$ cat config.mk
export PLATFORM = sky130hd
export DESIGN_NAME = hije_ctrl
export DESIGN_NICKNAME = d
export VERILOG_FILES = /design/src/design/hash_inner_join_engine_defines.svh /design/src/design/hije_pkg.sv /design/src/design/hije_ctrl.sv
export SDC_FILE = /design/constraint.sdc
export NUM_CORES = 1
export LEC_CHECK = 0
export BUFFER_PORTS_ARGS = -buffer_cell sky130_fd_sc_hd__clkbuf_2
export CORE_AREA = 2 2 39 41
export CTS_CLUSTER_SIZE = 12
export DETAILED_ROUTE_END_ITERATION = 10
export DIE_AREA = 0 0 41 43
export PLACE_DENSITY = 0.6
export SYNTH_ARGS = -nofsm -noshare
export SYNTH_HDL_FRONTEND = slang
export SYNTH_SLANG_ARGS = --single-unit
export TNS_END_PERCENT = 50
$ cat constraint.sdc
create_clock -name i_clk -period 1.4 [get_ports i_clk]
set_input_delay 0.28 -clock i_clk [delete_from_list [all_inputs] [get_ports i_clk]]
set_output_delay 0.28 -clock i_clk [all_outputs]
set_load 0.02 [all_outputs]
$ cat src/design/hash_inner_join_engine_defines.svh
// ----------------------------------------------------------------------------
// hash inner join engine assertion macros
// concurrent check helpers, compiled out when NO_ASSERTIONS is set
// ----------------------------------------------------------------------------
`ifndef HASH_INNER_JOIN_ENGINE_DEFINES_SVH
`define HASH_INNER_JOIN_ENGINE_DEFINES_SVH

`ifndef NO_ASSERTIONS
`define HIJE_ASSERT_IMP(lbl, clk, rst_n, ante, cons) \
    lbl: assert property (@(posedge clk) disable iff (!rst_n) (ante) |-> (cons)) \
        else $error("hije check failed");
`define HIJE_ASSERT_NXT(lbl, clk, rst_n, ante, cons) \
    lbl: assert property (@(posedge clk) disable iff (!rst_n) (ante) |=> (cons)) \
        else $error("hije check failed");
`else
`define HIJE_ASSERT_IMP(lbl, clk, rst_n, ante, cons)
`define HIJE_ASSERT_NXT(lbl, clk, rst_n, ante, cons)
`endif

`endif

$ cat src/design/hije_pkg.sv
// ----------------------------------------------------------------------------
// hije_pkg
// shared types and constants of the hash inner join engine
// ----------------------------------------------------------------------------
package hije_pkg;

    localparam int ROW_DEPTH_DEF    = 64;
    localparam int BUCKET_DEPTH_DEF = 128;
    localparam int RESULT_LIMIT     = 64;
    localparam int MIN_BUCKET_BITS  = 3;

    localparam logic [63:0] MIX_C1 = 64'hbf58476d1ce4e5b9;
    localparam logic [63:0] MIX_C2 = 64'h94d049bb133111eb;
    localparam int MIX_SH1 = 30;
    localparam int MIX_SH2 = 27;
    localparam int MIX_SH3 = 31;

    localparam logic [1:0] OP_CLEAR = 2'd0;
    localparam logic [1:0] OP_BUILD = 2'd1;
    localparam logic [1:0] OP_PROBE = 2'd2;

    localparam logic [1:0] ST_OK        = 2'd0;
    localparam logic [1:0] ST_FULL      = 2'd1;
    localparam logic [1:0] ST_EXHAUSTED = 2'd2;

    localparam logic [2:0] BUCKET_BITS_RST = 3'd7;

    typedef enum logic [3:0] {
        S_IDLE,
        S_MUL_A,
        S_SUM_A,
        S_MUL_B,
        S_SUM_B,
        S_HEAD,
        S_HEAD_Q,
        S_ROW_RD,
        S_CMP,
        S_FIN
    } t_state;

    typedef struct packed {
        logic load;
        logic clr;
        logic emit_full;
        logic emit_exh;
        logic mul;
        logic mul_sel;
        logic sum;
        logic bucket;
        logic build_wr;
        logic walk_init;
        logic cmp;
        logic fin;
    } t_cmd;

    typedef struct packed {
        logic full;
        logic exhausted;
        logic is_build;
        logic head_valid;
        logic more;
    } t_sts;

endpackage

$ cat src/design/hije_ctrl.sv
// ----------------------------------------------------------------------------
// hije_ctrl
// sequencer for hashing, build insert and chain walk
// ----------------------------------------------------------------------------
module hije_ctrl (
    input  logic             i_clk,
    input  logic             i_rst_n,
    input  logic             i_start,
    input  logic [1:0]       i_opcode,
    input  hije_pkg::t_sts   i_sts,
    output hije_pkg::t_cmd   o_cmd,
    output logic             o_busy
);

    hije_pkg::t_state r_state;
    hije_pkg::t_state n_state;

    always_ff @(posedge i_clk) begin
        if (!i_rst_n) begin
            r_state <= hije_pkg::S_IDLE;
        end else begin
            r_state <= n_state;
        end
    end

    always_comb begin
        n_state = r_state;
        o_cmd   = '0;
        unique case (r_state)
            hije_pkg::S_IDLE: begin
                if (i_start) begin
                    unique case (i_opcode)
                        hije_pkg::OP_CLEAR: begin
                            o_cmd.clr = 1'b1;
                        end
                        hije_pkg::OP_BUILD: begin
                            if (i_sts.full) begin
                                o_cmd.emit_full = 1'b1;
                            end else begin
                                o_cmd.load = 1'b1;
                                n_state    = hije_pkg::S_MUL_A;
                            end
                        end
                        hije_pkg::OP_PROBE: begin
                            if (i_sts.exhausted) begin
                                o_cmd.emit_exh = 1'b1;
                            end else begin
                                o_cmd.load = 1'b1;
                                n_state    = hije_pkg::S_MUL_A;
                            end
                        end
                        default: ;
                    endcase
                end
            end
            hije_pkg::S_MUL_A: begin
                o_cmd.mul = 1'b1;
                n_state   = hije_pkg::S_SUM_A;
            end
            hije_pkg::S_SUM_A: begin
                o_cmd.sum = 1'b1;
                n_state   = hije_pkg::S_MUL_B;
            end
            hije_pkg::S_MUL_B: begin
                o_cmd.mul     = 1'b1;
                o_cmd.mul_sel = 1'b1;
                n_state       = hije_pkg::S_SUM_B;
            end
            hije_pkg::S_SUM_B: begin
                o_cmd.sum = 1'b1;
                n_state   = hije_pkg::S_HEAD;
            end
            hije_pkg::S_HEAD: begin
                o_cmd.bucket = 1'b1;
                n_state      = hije_pkg::S_HEAD_Q;
            end
            hije_pkg::S_HEAD_Q: begin
                if (i_sts.is_build) begin
                    o_cmd.build_wr = 1'b1;
                    n_state        = hije_pkg::S_IDLE;
                end else begin
                    o_cmd.walk_init = 1'b1;
                    n_state = i_sts.head_valid ? hije_pkg::S_ROW_RD : hije_pkg::S_FIN;
                end
            end
            hije_pkg::S_ROW_RD: begin
                n_state = hije_pkg::S_CMP;
            end
            hije_pkg::S_CMP: begin
                o_cmd.cmp = 1'b1;
                n_state   = i_sts.more ? hije_pkg::S_ROW_RD : hije_pkg::S_FIN;
            end
            hije_pkg::S_FIN: begin
                o_cmd.fin = 1'b1;
                n_state   = hije_pkg::S_IDLE;
            end
            default: begin
                n_state = hije_pkg::S_IDLE;
            end
        endcase
    end

    assign o_busy = (r_state != hije_pkg::S_IDLE);

endmodule

* Word-level counts from Yosys, hierarchy flattened
Index checks and enable logic that the tools add are counted.
** Word-level totals
- Output and inout bits :: 13
- Flip-flop bits (word level) :: 4
- Word-level logic and storage cells :: 49
** Operators by class
- Eq/ne operators :: 15
- Reductions and logical operators :: 6
- Multiplexer cells :: 27
** Operators with widths (number)
- 4-bit case mux with 9 select lines :: 1
- 4-bit two-way mux :: 8
- 4-bit by 3-bit equality test with 1-bit output, second input constant :: 4
- 1-bit two-way mux :: 15
- 4-bit by 2-bit equality test with 1-bit output, second input constant :: 2
- 4-bit equality test, second input constant :: 2
- 4-bit case mux with 2 select lines :: 1
- 3-bit inequality test, second input constant :: 2
- 4-bit by 1-bit equality test with 1-bit output, second input constant :: 1
- 4-bit logical NOT :: 1
- 4-bit AND reduction :: 1
- 4-bit nonzero test :: 1
- 2-bit OR reduction :: 2
- 3-bit by 1-bit inequality test with 1-bit output, second input constant :: 1
- 2-bit by 1-bit equality test with 1-bit output, second input constant :: 1
- 2-bit equality test, second input constant :: 1
- 2-bit logical NOT :: 1
- 2-bit two-way mux :: 1
- 2-bit inequality test, second input constant :: 1
- 1-bit case mux with 2 select lines :: 1

* Longest topological paths before layout
Gate-level depths: netlist (run 1).
- Word-level depth :: 4
- Depth in mapped cells :: 5
- Mapped depth without buffers :: 5

* Worst setup path before layout (run 1)
No wires, ideal clock.
- Kind :: flip-flop to output port
- From :: reg r_state[0]
- To :: out o_cmd[11] (netlist bit)
- Stages on the path, launching flop included :: 4
- Arrival :: 1.134 ns
- Path buffers :: 0
- Setup slack :: -0.014 ns
- Cells stage by stage :: dfxtp_1 -> nor4_1 -> nand2_1 -> nor2_1
** RTL lines
- start: declaration :: RTL line hije_ctrl.sv:15 : hije_pkg::t_state r_state;
- start signal: assignment :: RTL line hije_ctrl.sv:20 : r_state <= hije_pkg::S_IDLE;
- start signal: assignment :: RTL line hije_ctrl.sv:22 : r_state <= n_state;
- end: declaration :: RTL line hije_ctrl.sv:11 : output hije_pkg::t_cmd o_cmd,

==> results of run 1 <==
## report_power, final
part	leakage, nW	total (W)	internal (W)	switching [W]
Sequential	0.0349	0.000122	0.000117	0.00000559
Clock	0.0138	0.000144	0.0000960	0.0000480
Combinational	0.361	0.000171	0.0000861	0.0000850
Total	0.409	0.000437	0.000299	0.000139
## how the worst max path moves through the flow
stage | endpoint | depth (start not counted)
2_1_floorplan | o_cmd[11] | 3
3_3_place_gp | o_cmd[8] | 5
3_5_place_dp | o_cmd[11] | 7
4_1_cts | o_cmd[9] | 5
5_1_grt | o_cmd[11] | 5
6_report | o_cmd[11] | 5
## cell families after synthesis
logic type	after synthesis
AO/OA/AOI/OAI	10
XOR/XNOR	2
AND/OR/NAND/NOR	33
adder cells (fa/ha/maj)	3
buffers and inverters	7
flip-flops	4
## layer usage
metal,wire length [um],vias up
met5,0,-
met4,0,0
met1,609,254
met3,64,0
met2,633,10
li1,-,295
## worst reg2reg max path, delay by kind of cell, from the launching register on
family / cells / cell delay [ns]
simple gates: 1 / 0.15
compound gates: 2 / 0.50
flops: 1 / 0.33
buf+inv: 3 / 0.40
## cells in the final DEF, fill, tap and decap left out, types with 2 or more instances in the layout
master    instances
a21o_1            2
a311oi_1          2
and4bb_2          2
buf_4            15
buf_6            10
buf_8             3
clkbuf_2          9
clkbuf_4          3
dfxtp_2           2
dfxtp_4           2
ha_1              3
inv_1             3
nand2_1           3
nand2b_1          2
nand3b_1          2
nor2_1            2
nor2_2            2
nor2_4            2
nor2b_1           2
nor3_2            3
## metrics by stage
stage,total power [W],hold slack (ns),cell area [um^2],cells,setup TNS (ns)
finish,0.000437,0.341,906,112,-1.56
global route,0.000473,0.350,906,112,-3.02
CTS,0.000401,0.338,727,106,-1.47
detailed placement,0.000241,0.591,637,102,-0.00538
global placement,0.000239,0.593,637,102,0
floorplan,0.000195,0.480,463,59,-0.0415
## layout make-up
cell class              instances  area, um^2
inverters                       3        11.3
clock buffers                   3        22.5
well taps                      16        20.0
repair buffers                 38         320
flip-flops and latches          4        90.1
multi-input cells              48         442
fillers                       121         478
## timing repair
item / 4_1_cts / 5_1_grt
gates cloned: 0 / 0
resized for setup: 21 / 45
setup buffers: 1 / 6
pin swaps: 6 / 7
setup endpoints to repair: 11 / 16
==> summary.md, run 1 <==
| Metric | Value |
|---|---|
| Synth area leader | `dfxtp_1` |
| Via/cell ratio | `4.99` |
| Wire per inst | `11.7 um` |
| Worst-path clk slew | `0.04 ns` |
| Clock tree buffer depth | `2` |
| Synth Cell Area | `463 um^2` |
| Share of cells above drive strength 1 | `65.6%` |
| Die Width | `41 um` |
| Largest family of logic cells by synthesized area | `simple AND/OR/NAND/NOR gates` |
| Post-synth EDFFs | `0` |
| Met3 track utilization from global routing | `9.42%` |
| Reg2reg setup slack | `-0.08 ns` |
| CP Capture Type | `output port` |
| Crit-path slowest cell | `dfxtp_4` |
| Mean cell area of the mapped netlist | `7.85 um^2` |
| Hold EP | `r_state[3]` |
| Vias in the first global route | `481` |
| Setup Skew | `0.00279 ns` |
| Met1 global-route usage | `24.3%` |
| # rows | `14` |
| Primary FF master, synth | `dfxtp_1` |
| Num CTS Buffers | `3` |
| Root buf cell | `clkbuf_4` |
| Number of top-level pins | `23` |
| PortBufs | `22` |
| Initial antenna violation count | `0` |
| Crit path max fanout | `5` |
| Maxcap violations | `0` |
| Critical path launch point type | `flop` |
| P_leak | `0.409 nW` |
| Crit path max-delay family | `simple AND/OR/NAND/NOR gates` |
| Top cells by count, synth | `nor2_1, nand2_1, dfxtp_1, nor3_1` |
| Data arrival time at the worst-slack endpoint | `1.32 ns` |
| PD cells | `483 mW/mm^2` |
| Simple-gate share of the synthesized area | `43.8%` |
| Worst slew margin | `76.1%` |
| GRT Max-Usage Layer | `met1` |
| Violated checks | `setup timing` |
| Final Hold Viols | `0` |
| XOR/XNOR share of the synthesized area | `3.78%` |
| Drt first-iter violations | `6` |
| HPWL after DPL | `851 um` |
| Routed wire length | `1310 um` |
| # DRC | `0` |
| H-tree Lvls | `1` |
| Area grow syn2layout | `95.7%` |
| Core area | `0.00138 mm^2` |
| Final worst slack | `-0.204 ns` |
| Place WS | `-0.00345 ns` |
| GR Overflow Total | `0` |
| Gpl congestion | `0.746` |
| Maximum clock rate | `623 MHz` |
| Most frequent cell after synthesis | `nor2_1` |
| Slew @ Worst Pin | `0.354 ns` |
| Initial Util | `33.5%` |
| Yosys Warn Count | `0` |
| Worst R2R Start | `r_state[2]` |
| Crit-path cells | `nor4_4, buf_4, nand2_4, nor2_4, buf_6` |
| Flops & latches, synth | `4` |
| Mux contribution to synthesized area | `0%` |
| Max FFs per register | `4` |
| Final worst path period share | `115%` |
| Post-synth top area share | `17.3%` |
| Synth top area cells | `dfxtp_1, ha_1, nor2_1` |
| Chip height | `43 um` |
| Synth Area in Compound Gates | `19.5%` |
| RR Endpoint | `r_state[2]` |
| Clk Latency, worst-skew pair | `0.24 ns` |
| Mapped Cells | `59` |
| Critical hold path startpoint | `i_rst_n` |
| Crit Path Category | `reg -> out` |
| Distinct cells, synth | `32` |
| Fin nets | `111` |
| CP bufs+invs | `2` |
| Crit path time final | `1.60 ns` |
| # clock sinks | `4` |
| Post-synth ARST share | `0%` |
| First-pass GRT wire length | `2000 um` |
| Syn Nets | `72` |
| Status | `finished, violations left` |
| Final Max Slew Viols | `0` |
| Routed vias | `559` |
| WP data required | `1.12 ns` |
| Biggest regs | `r_state x4` |
| Final ANT Viol Nets | `0` |
| Tot GR Track Use | `16.9%` |
| Final Setup Violations | `14` |
| VDD IR max | `0.497 mV` |
| CTS Hold Buffers Added | `0` |
| Hold path cells | `3` |
| Die footprint | `0.00176 mm^2` |
| Largest register by flop count | `r_state` |
| CP max stage delay | `0.35 ns` |
| Adder-cell area share of the yosys netlist | `8.11%` |
| Largest net degree at the start of global routing | `10` |
| TritonCTS clock tree | `yes` |
| Sequential element share of the synthesized area | `17.3%` |
| Number of diodes | `0` |
| CP startpoint | `r_state[3]` |
| Hold Crit Class | `in -> reg` |
| Post-layout util | `65.5%` |
| Grt met2 use | `21.6%` |
| RSZ-0062 raised after global routing | `yes` |
| Reg2reg path depth | `6` |
| First-pass DRT Iterations | `2` |
No activity file was read; power rests on OpenSTA's default activity.
==> run 2: changes to the inputs <==
--- a/config.mk
+++ b/config.mk
@@ -11,6 +11,7 @@
 export DETAILED_ROUTE_END_ITERATION = 10
 export DIE_AREA = 0 0 41 43
 export PLACE_DENSITY = 0.6
+export SETUP_SLACK_MARGIN = 0.1
 export SYNTH_ARGS = -nofsm -noshare
 export SYNTH_HDL_FRONTEND = slang
 export SYNTH_SLANG_ARGS = --single-unit
==> run 2 against run 1 <==
  * The run still ends with setup timing left
  * Via count is 9.1% higher
  * Non-clock buffer count up 4
  * Maximum frequency up 4.0%
  * Count of clock-buffer cells in the layout unchanged
  * Setup slack improved by 0.062 ns
  * Sequential share of layout area shrank 1.1 points
  * Sequential cell count unchanged
  * First-iteration DRC count grew to 3.7 times the previous value
  * Combinational power rose by 5%
  * Wire length grew 15%
==> summary.md, run 2 (synthesis gave the netlist of run 1 again) <==
| Metric | Value |
|---|---|
| Status | `finished, violations left` |
| Violated checks | `setup timing` |
| Clk Latency, worst-skew pair | `0.24 ns` |
| Via/cell ratio | `5.26` |
| WL met3 | `77 um` |
| Largest net degree at the start of global routing | `13` |
| Worst-path clk slew | `0.03 ns` |
| Biggest regs | `r_state x4` |
| Core area | `0.00138 mm^2` |
| Crit path max-delay family | `simple AND/OR/NAND/NOR gates` |
| Final Max Slew Viols | `0` |
| Met1 Wirelength | `624 um` |
| Die footprint | `0.00176 mm^2` |
| PortBufs | `22` |
| Final Hold Viols | `0` |
| CP bufs+invs | `2` |
| Final Setup Violations | `16` |
| TritonCTS clock tree | `yes` |
| # clock sinks | `4` |
| Final worst path period share | `110%` |
| Fin nets | `115` |
| First-pass DRT Iterations | `4` |
| # rows | `14` |
| Reg2reg setup slack | `-0.11 ns` |
| Dpl cell area | `681 um^2` |
| VDD IR max | `0.238 mV` |
| Initial Util | `33.5%` |
| Clock tree buffer depth | `2` |
| Chip height | `43 um` |
| Met2 Wirelength | `763 um` |
| Area grow syn2layout | `107%` |
| RSZ-0062 raised after global routing | `yes` |
| Share of cells above drive strength 1 | `67.0%` |
| Num CTS Buffers | `3` |
| Crit path max fanout | `3` |
| # DRC | `0` |
| Critical path launch point type | `flop` |
| Crit-path slowest cell | `dfxtp_2` |
| Routed vias | `610` |
| Final worst slack | `-0.142 ns` |
| Commonest cells after routing, fill and taps aside | `buf_4, clkbuf_2, buf_8, buf_6` |
| Post-route cell area | `958 um^2` |
| Largest register by flop count | `r_state` |
| GR Overflow Total | `0` |
| Number of top-level pins | `23` |
| Crit-path cells | `nor4_2, buf_4, and3_4, buf_8` |
| Worst slew margin | `70.0%` |
| WP data required | `1.12 ns` |
| Vias in the first global route | `524` |
| Wire per inst | `13.0 um` |
| Most common cell after layout, fill and taps aside | `buf_4` |
| Fin Hold WS | `0.358 ns` |
| HPWL after DPL | `917 um` |
| Crit path time final | `1.54 ns` |
| CP max stage delay | `0.32 ns` |
| Slew @ Worst Pin | `0.444 ns` |
| Final ANT Viol Nets | `0` |
| Crit Path Category | `reg -> out` |
| Routed wire length | `1500 um` |
| Die Width | `41 um` |
| CP Capture Type | `output port` |
| P_leak | `0.436 nW` |
| Gpl congestion | `0.703` |
| Setup Skew | `0.00537 ns` |
| Tot GR Track Use | `17.4%` |
| Top sig layer | `met4` |
| Initial antenna violation count | `0` |
| Post-layout util | `69.3%` |
| PD cells | `467 mW/mm^2` |
| Number of diodes | `0` |
| Hold Crit Class | `in -> reg` |
| Data arrival time at the worst-slack endpoint | `1.26 ns` |
| Root buf cell | `clkbuf_4` |
| Maxcap violations | `0` |
| Maximum clock rate | `648 MHz` |
| First-pass GRT wire length | `2130 um` |
| Drt first-iter violations | `22` |
| Max FFs per register | `4` |
| H-tree Lvls | `1` |
run 2: changes by cell type in the layout (fill, tap and decap cells not counted), sizes merged:
| cell | change |
|---|---|
| clkbuf | +3 |
| buf | +1 |
run 2: metal layers:
| layer | vias to the layer above | track usage, % |
|---|---|---|
| li1 | 298 | - |
| met1 | 287 | 21.5 |
| met2 | 21 | 28.4 |
| met3 | 4 | 1.57 |
| met4 | 0 | 8.00 |
| met5 | - | 0 |
run 2: what timing repair did:
action	CTS	global route
cloned	0	1
hold buffers	0	0
pin swaps	7	6
setup buffers	8	1
gates resized for setup	28	21
setup endpoints to repair	14	17
endpoints found under the hold margin	0	0
run 2: path summary, 6_finish.rpt:
kind | end | depth (start not counted) | startpoint
setup / recovery | o_cmd[10] | 4 | r_state[0]
setup reg to reg | r_state[2] | 5 | r_state[1]
hold reg to reg | r_state[3] | 3 | r_state[3]
hold / removal | r_state[3] | 3 | i_rst_n
run 2: per-stage QoR:
stage	setup TNS [ns]	setup WS, ns	std cells	power (W)
2_1_floorplan	0	0.0434	59	0.000207
3_3_place_gp	-0.151	-0.0638	103	0.000259
3_5_place_dp	-0.269	-0.0838	103	0.000262
4_1_cts	-1.91	-0.194	114	0.000439
5_1_grt	-2.24	-0.204	116	0.000470
6_report	-1.50	-0.142	116	0.000448
run 2: area by class of cell:
type                            instances  area, um^2
Tap cell                               16        20.0
Fill cell                             110         425
Multi-Input combinational cell         48         437
Inverter                                3        11.3
Sequential cell                         4        85.1
Timing Repair Buffer                   42         383
Clock buffer                            3        22.5
run 2: tightest hold or removal path: stages:
cell and delay (ns):
clkbuf_2 0.08, nand2_1 0.13, a311oi_2 0.05
run 2: power breakdown:
group	switching [W]	internal, W
Clock	0.0000503	0.0000961
Combinational	0.0000904	0.0000890
Sequential	0.00000317	0.000119
Total	0.000144	0.000304
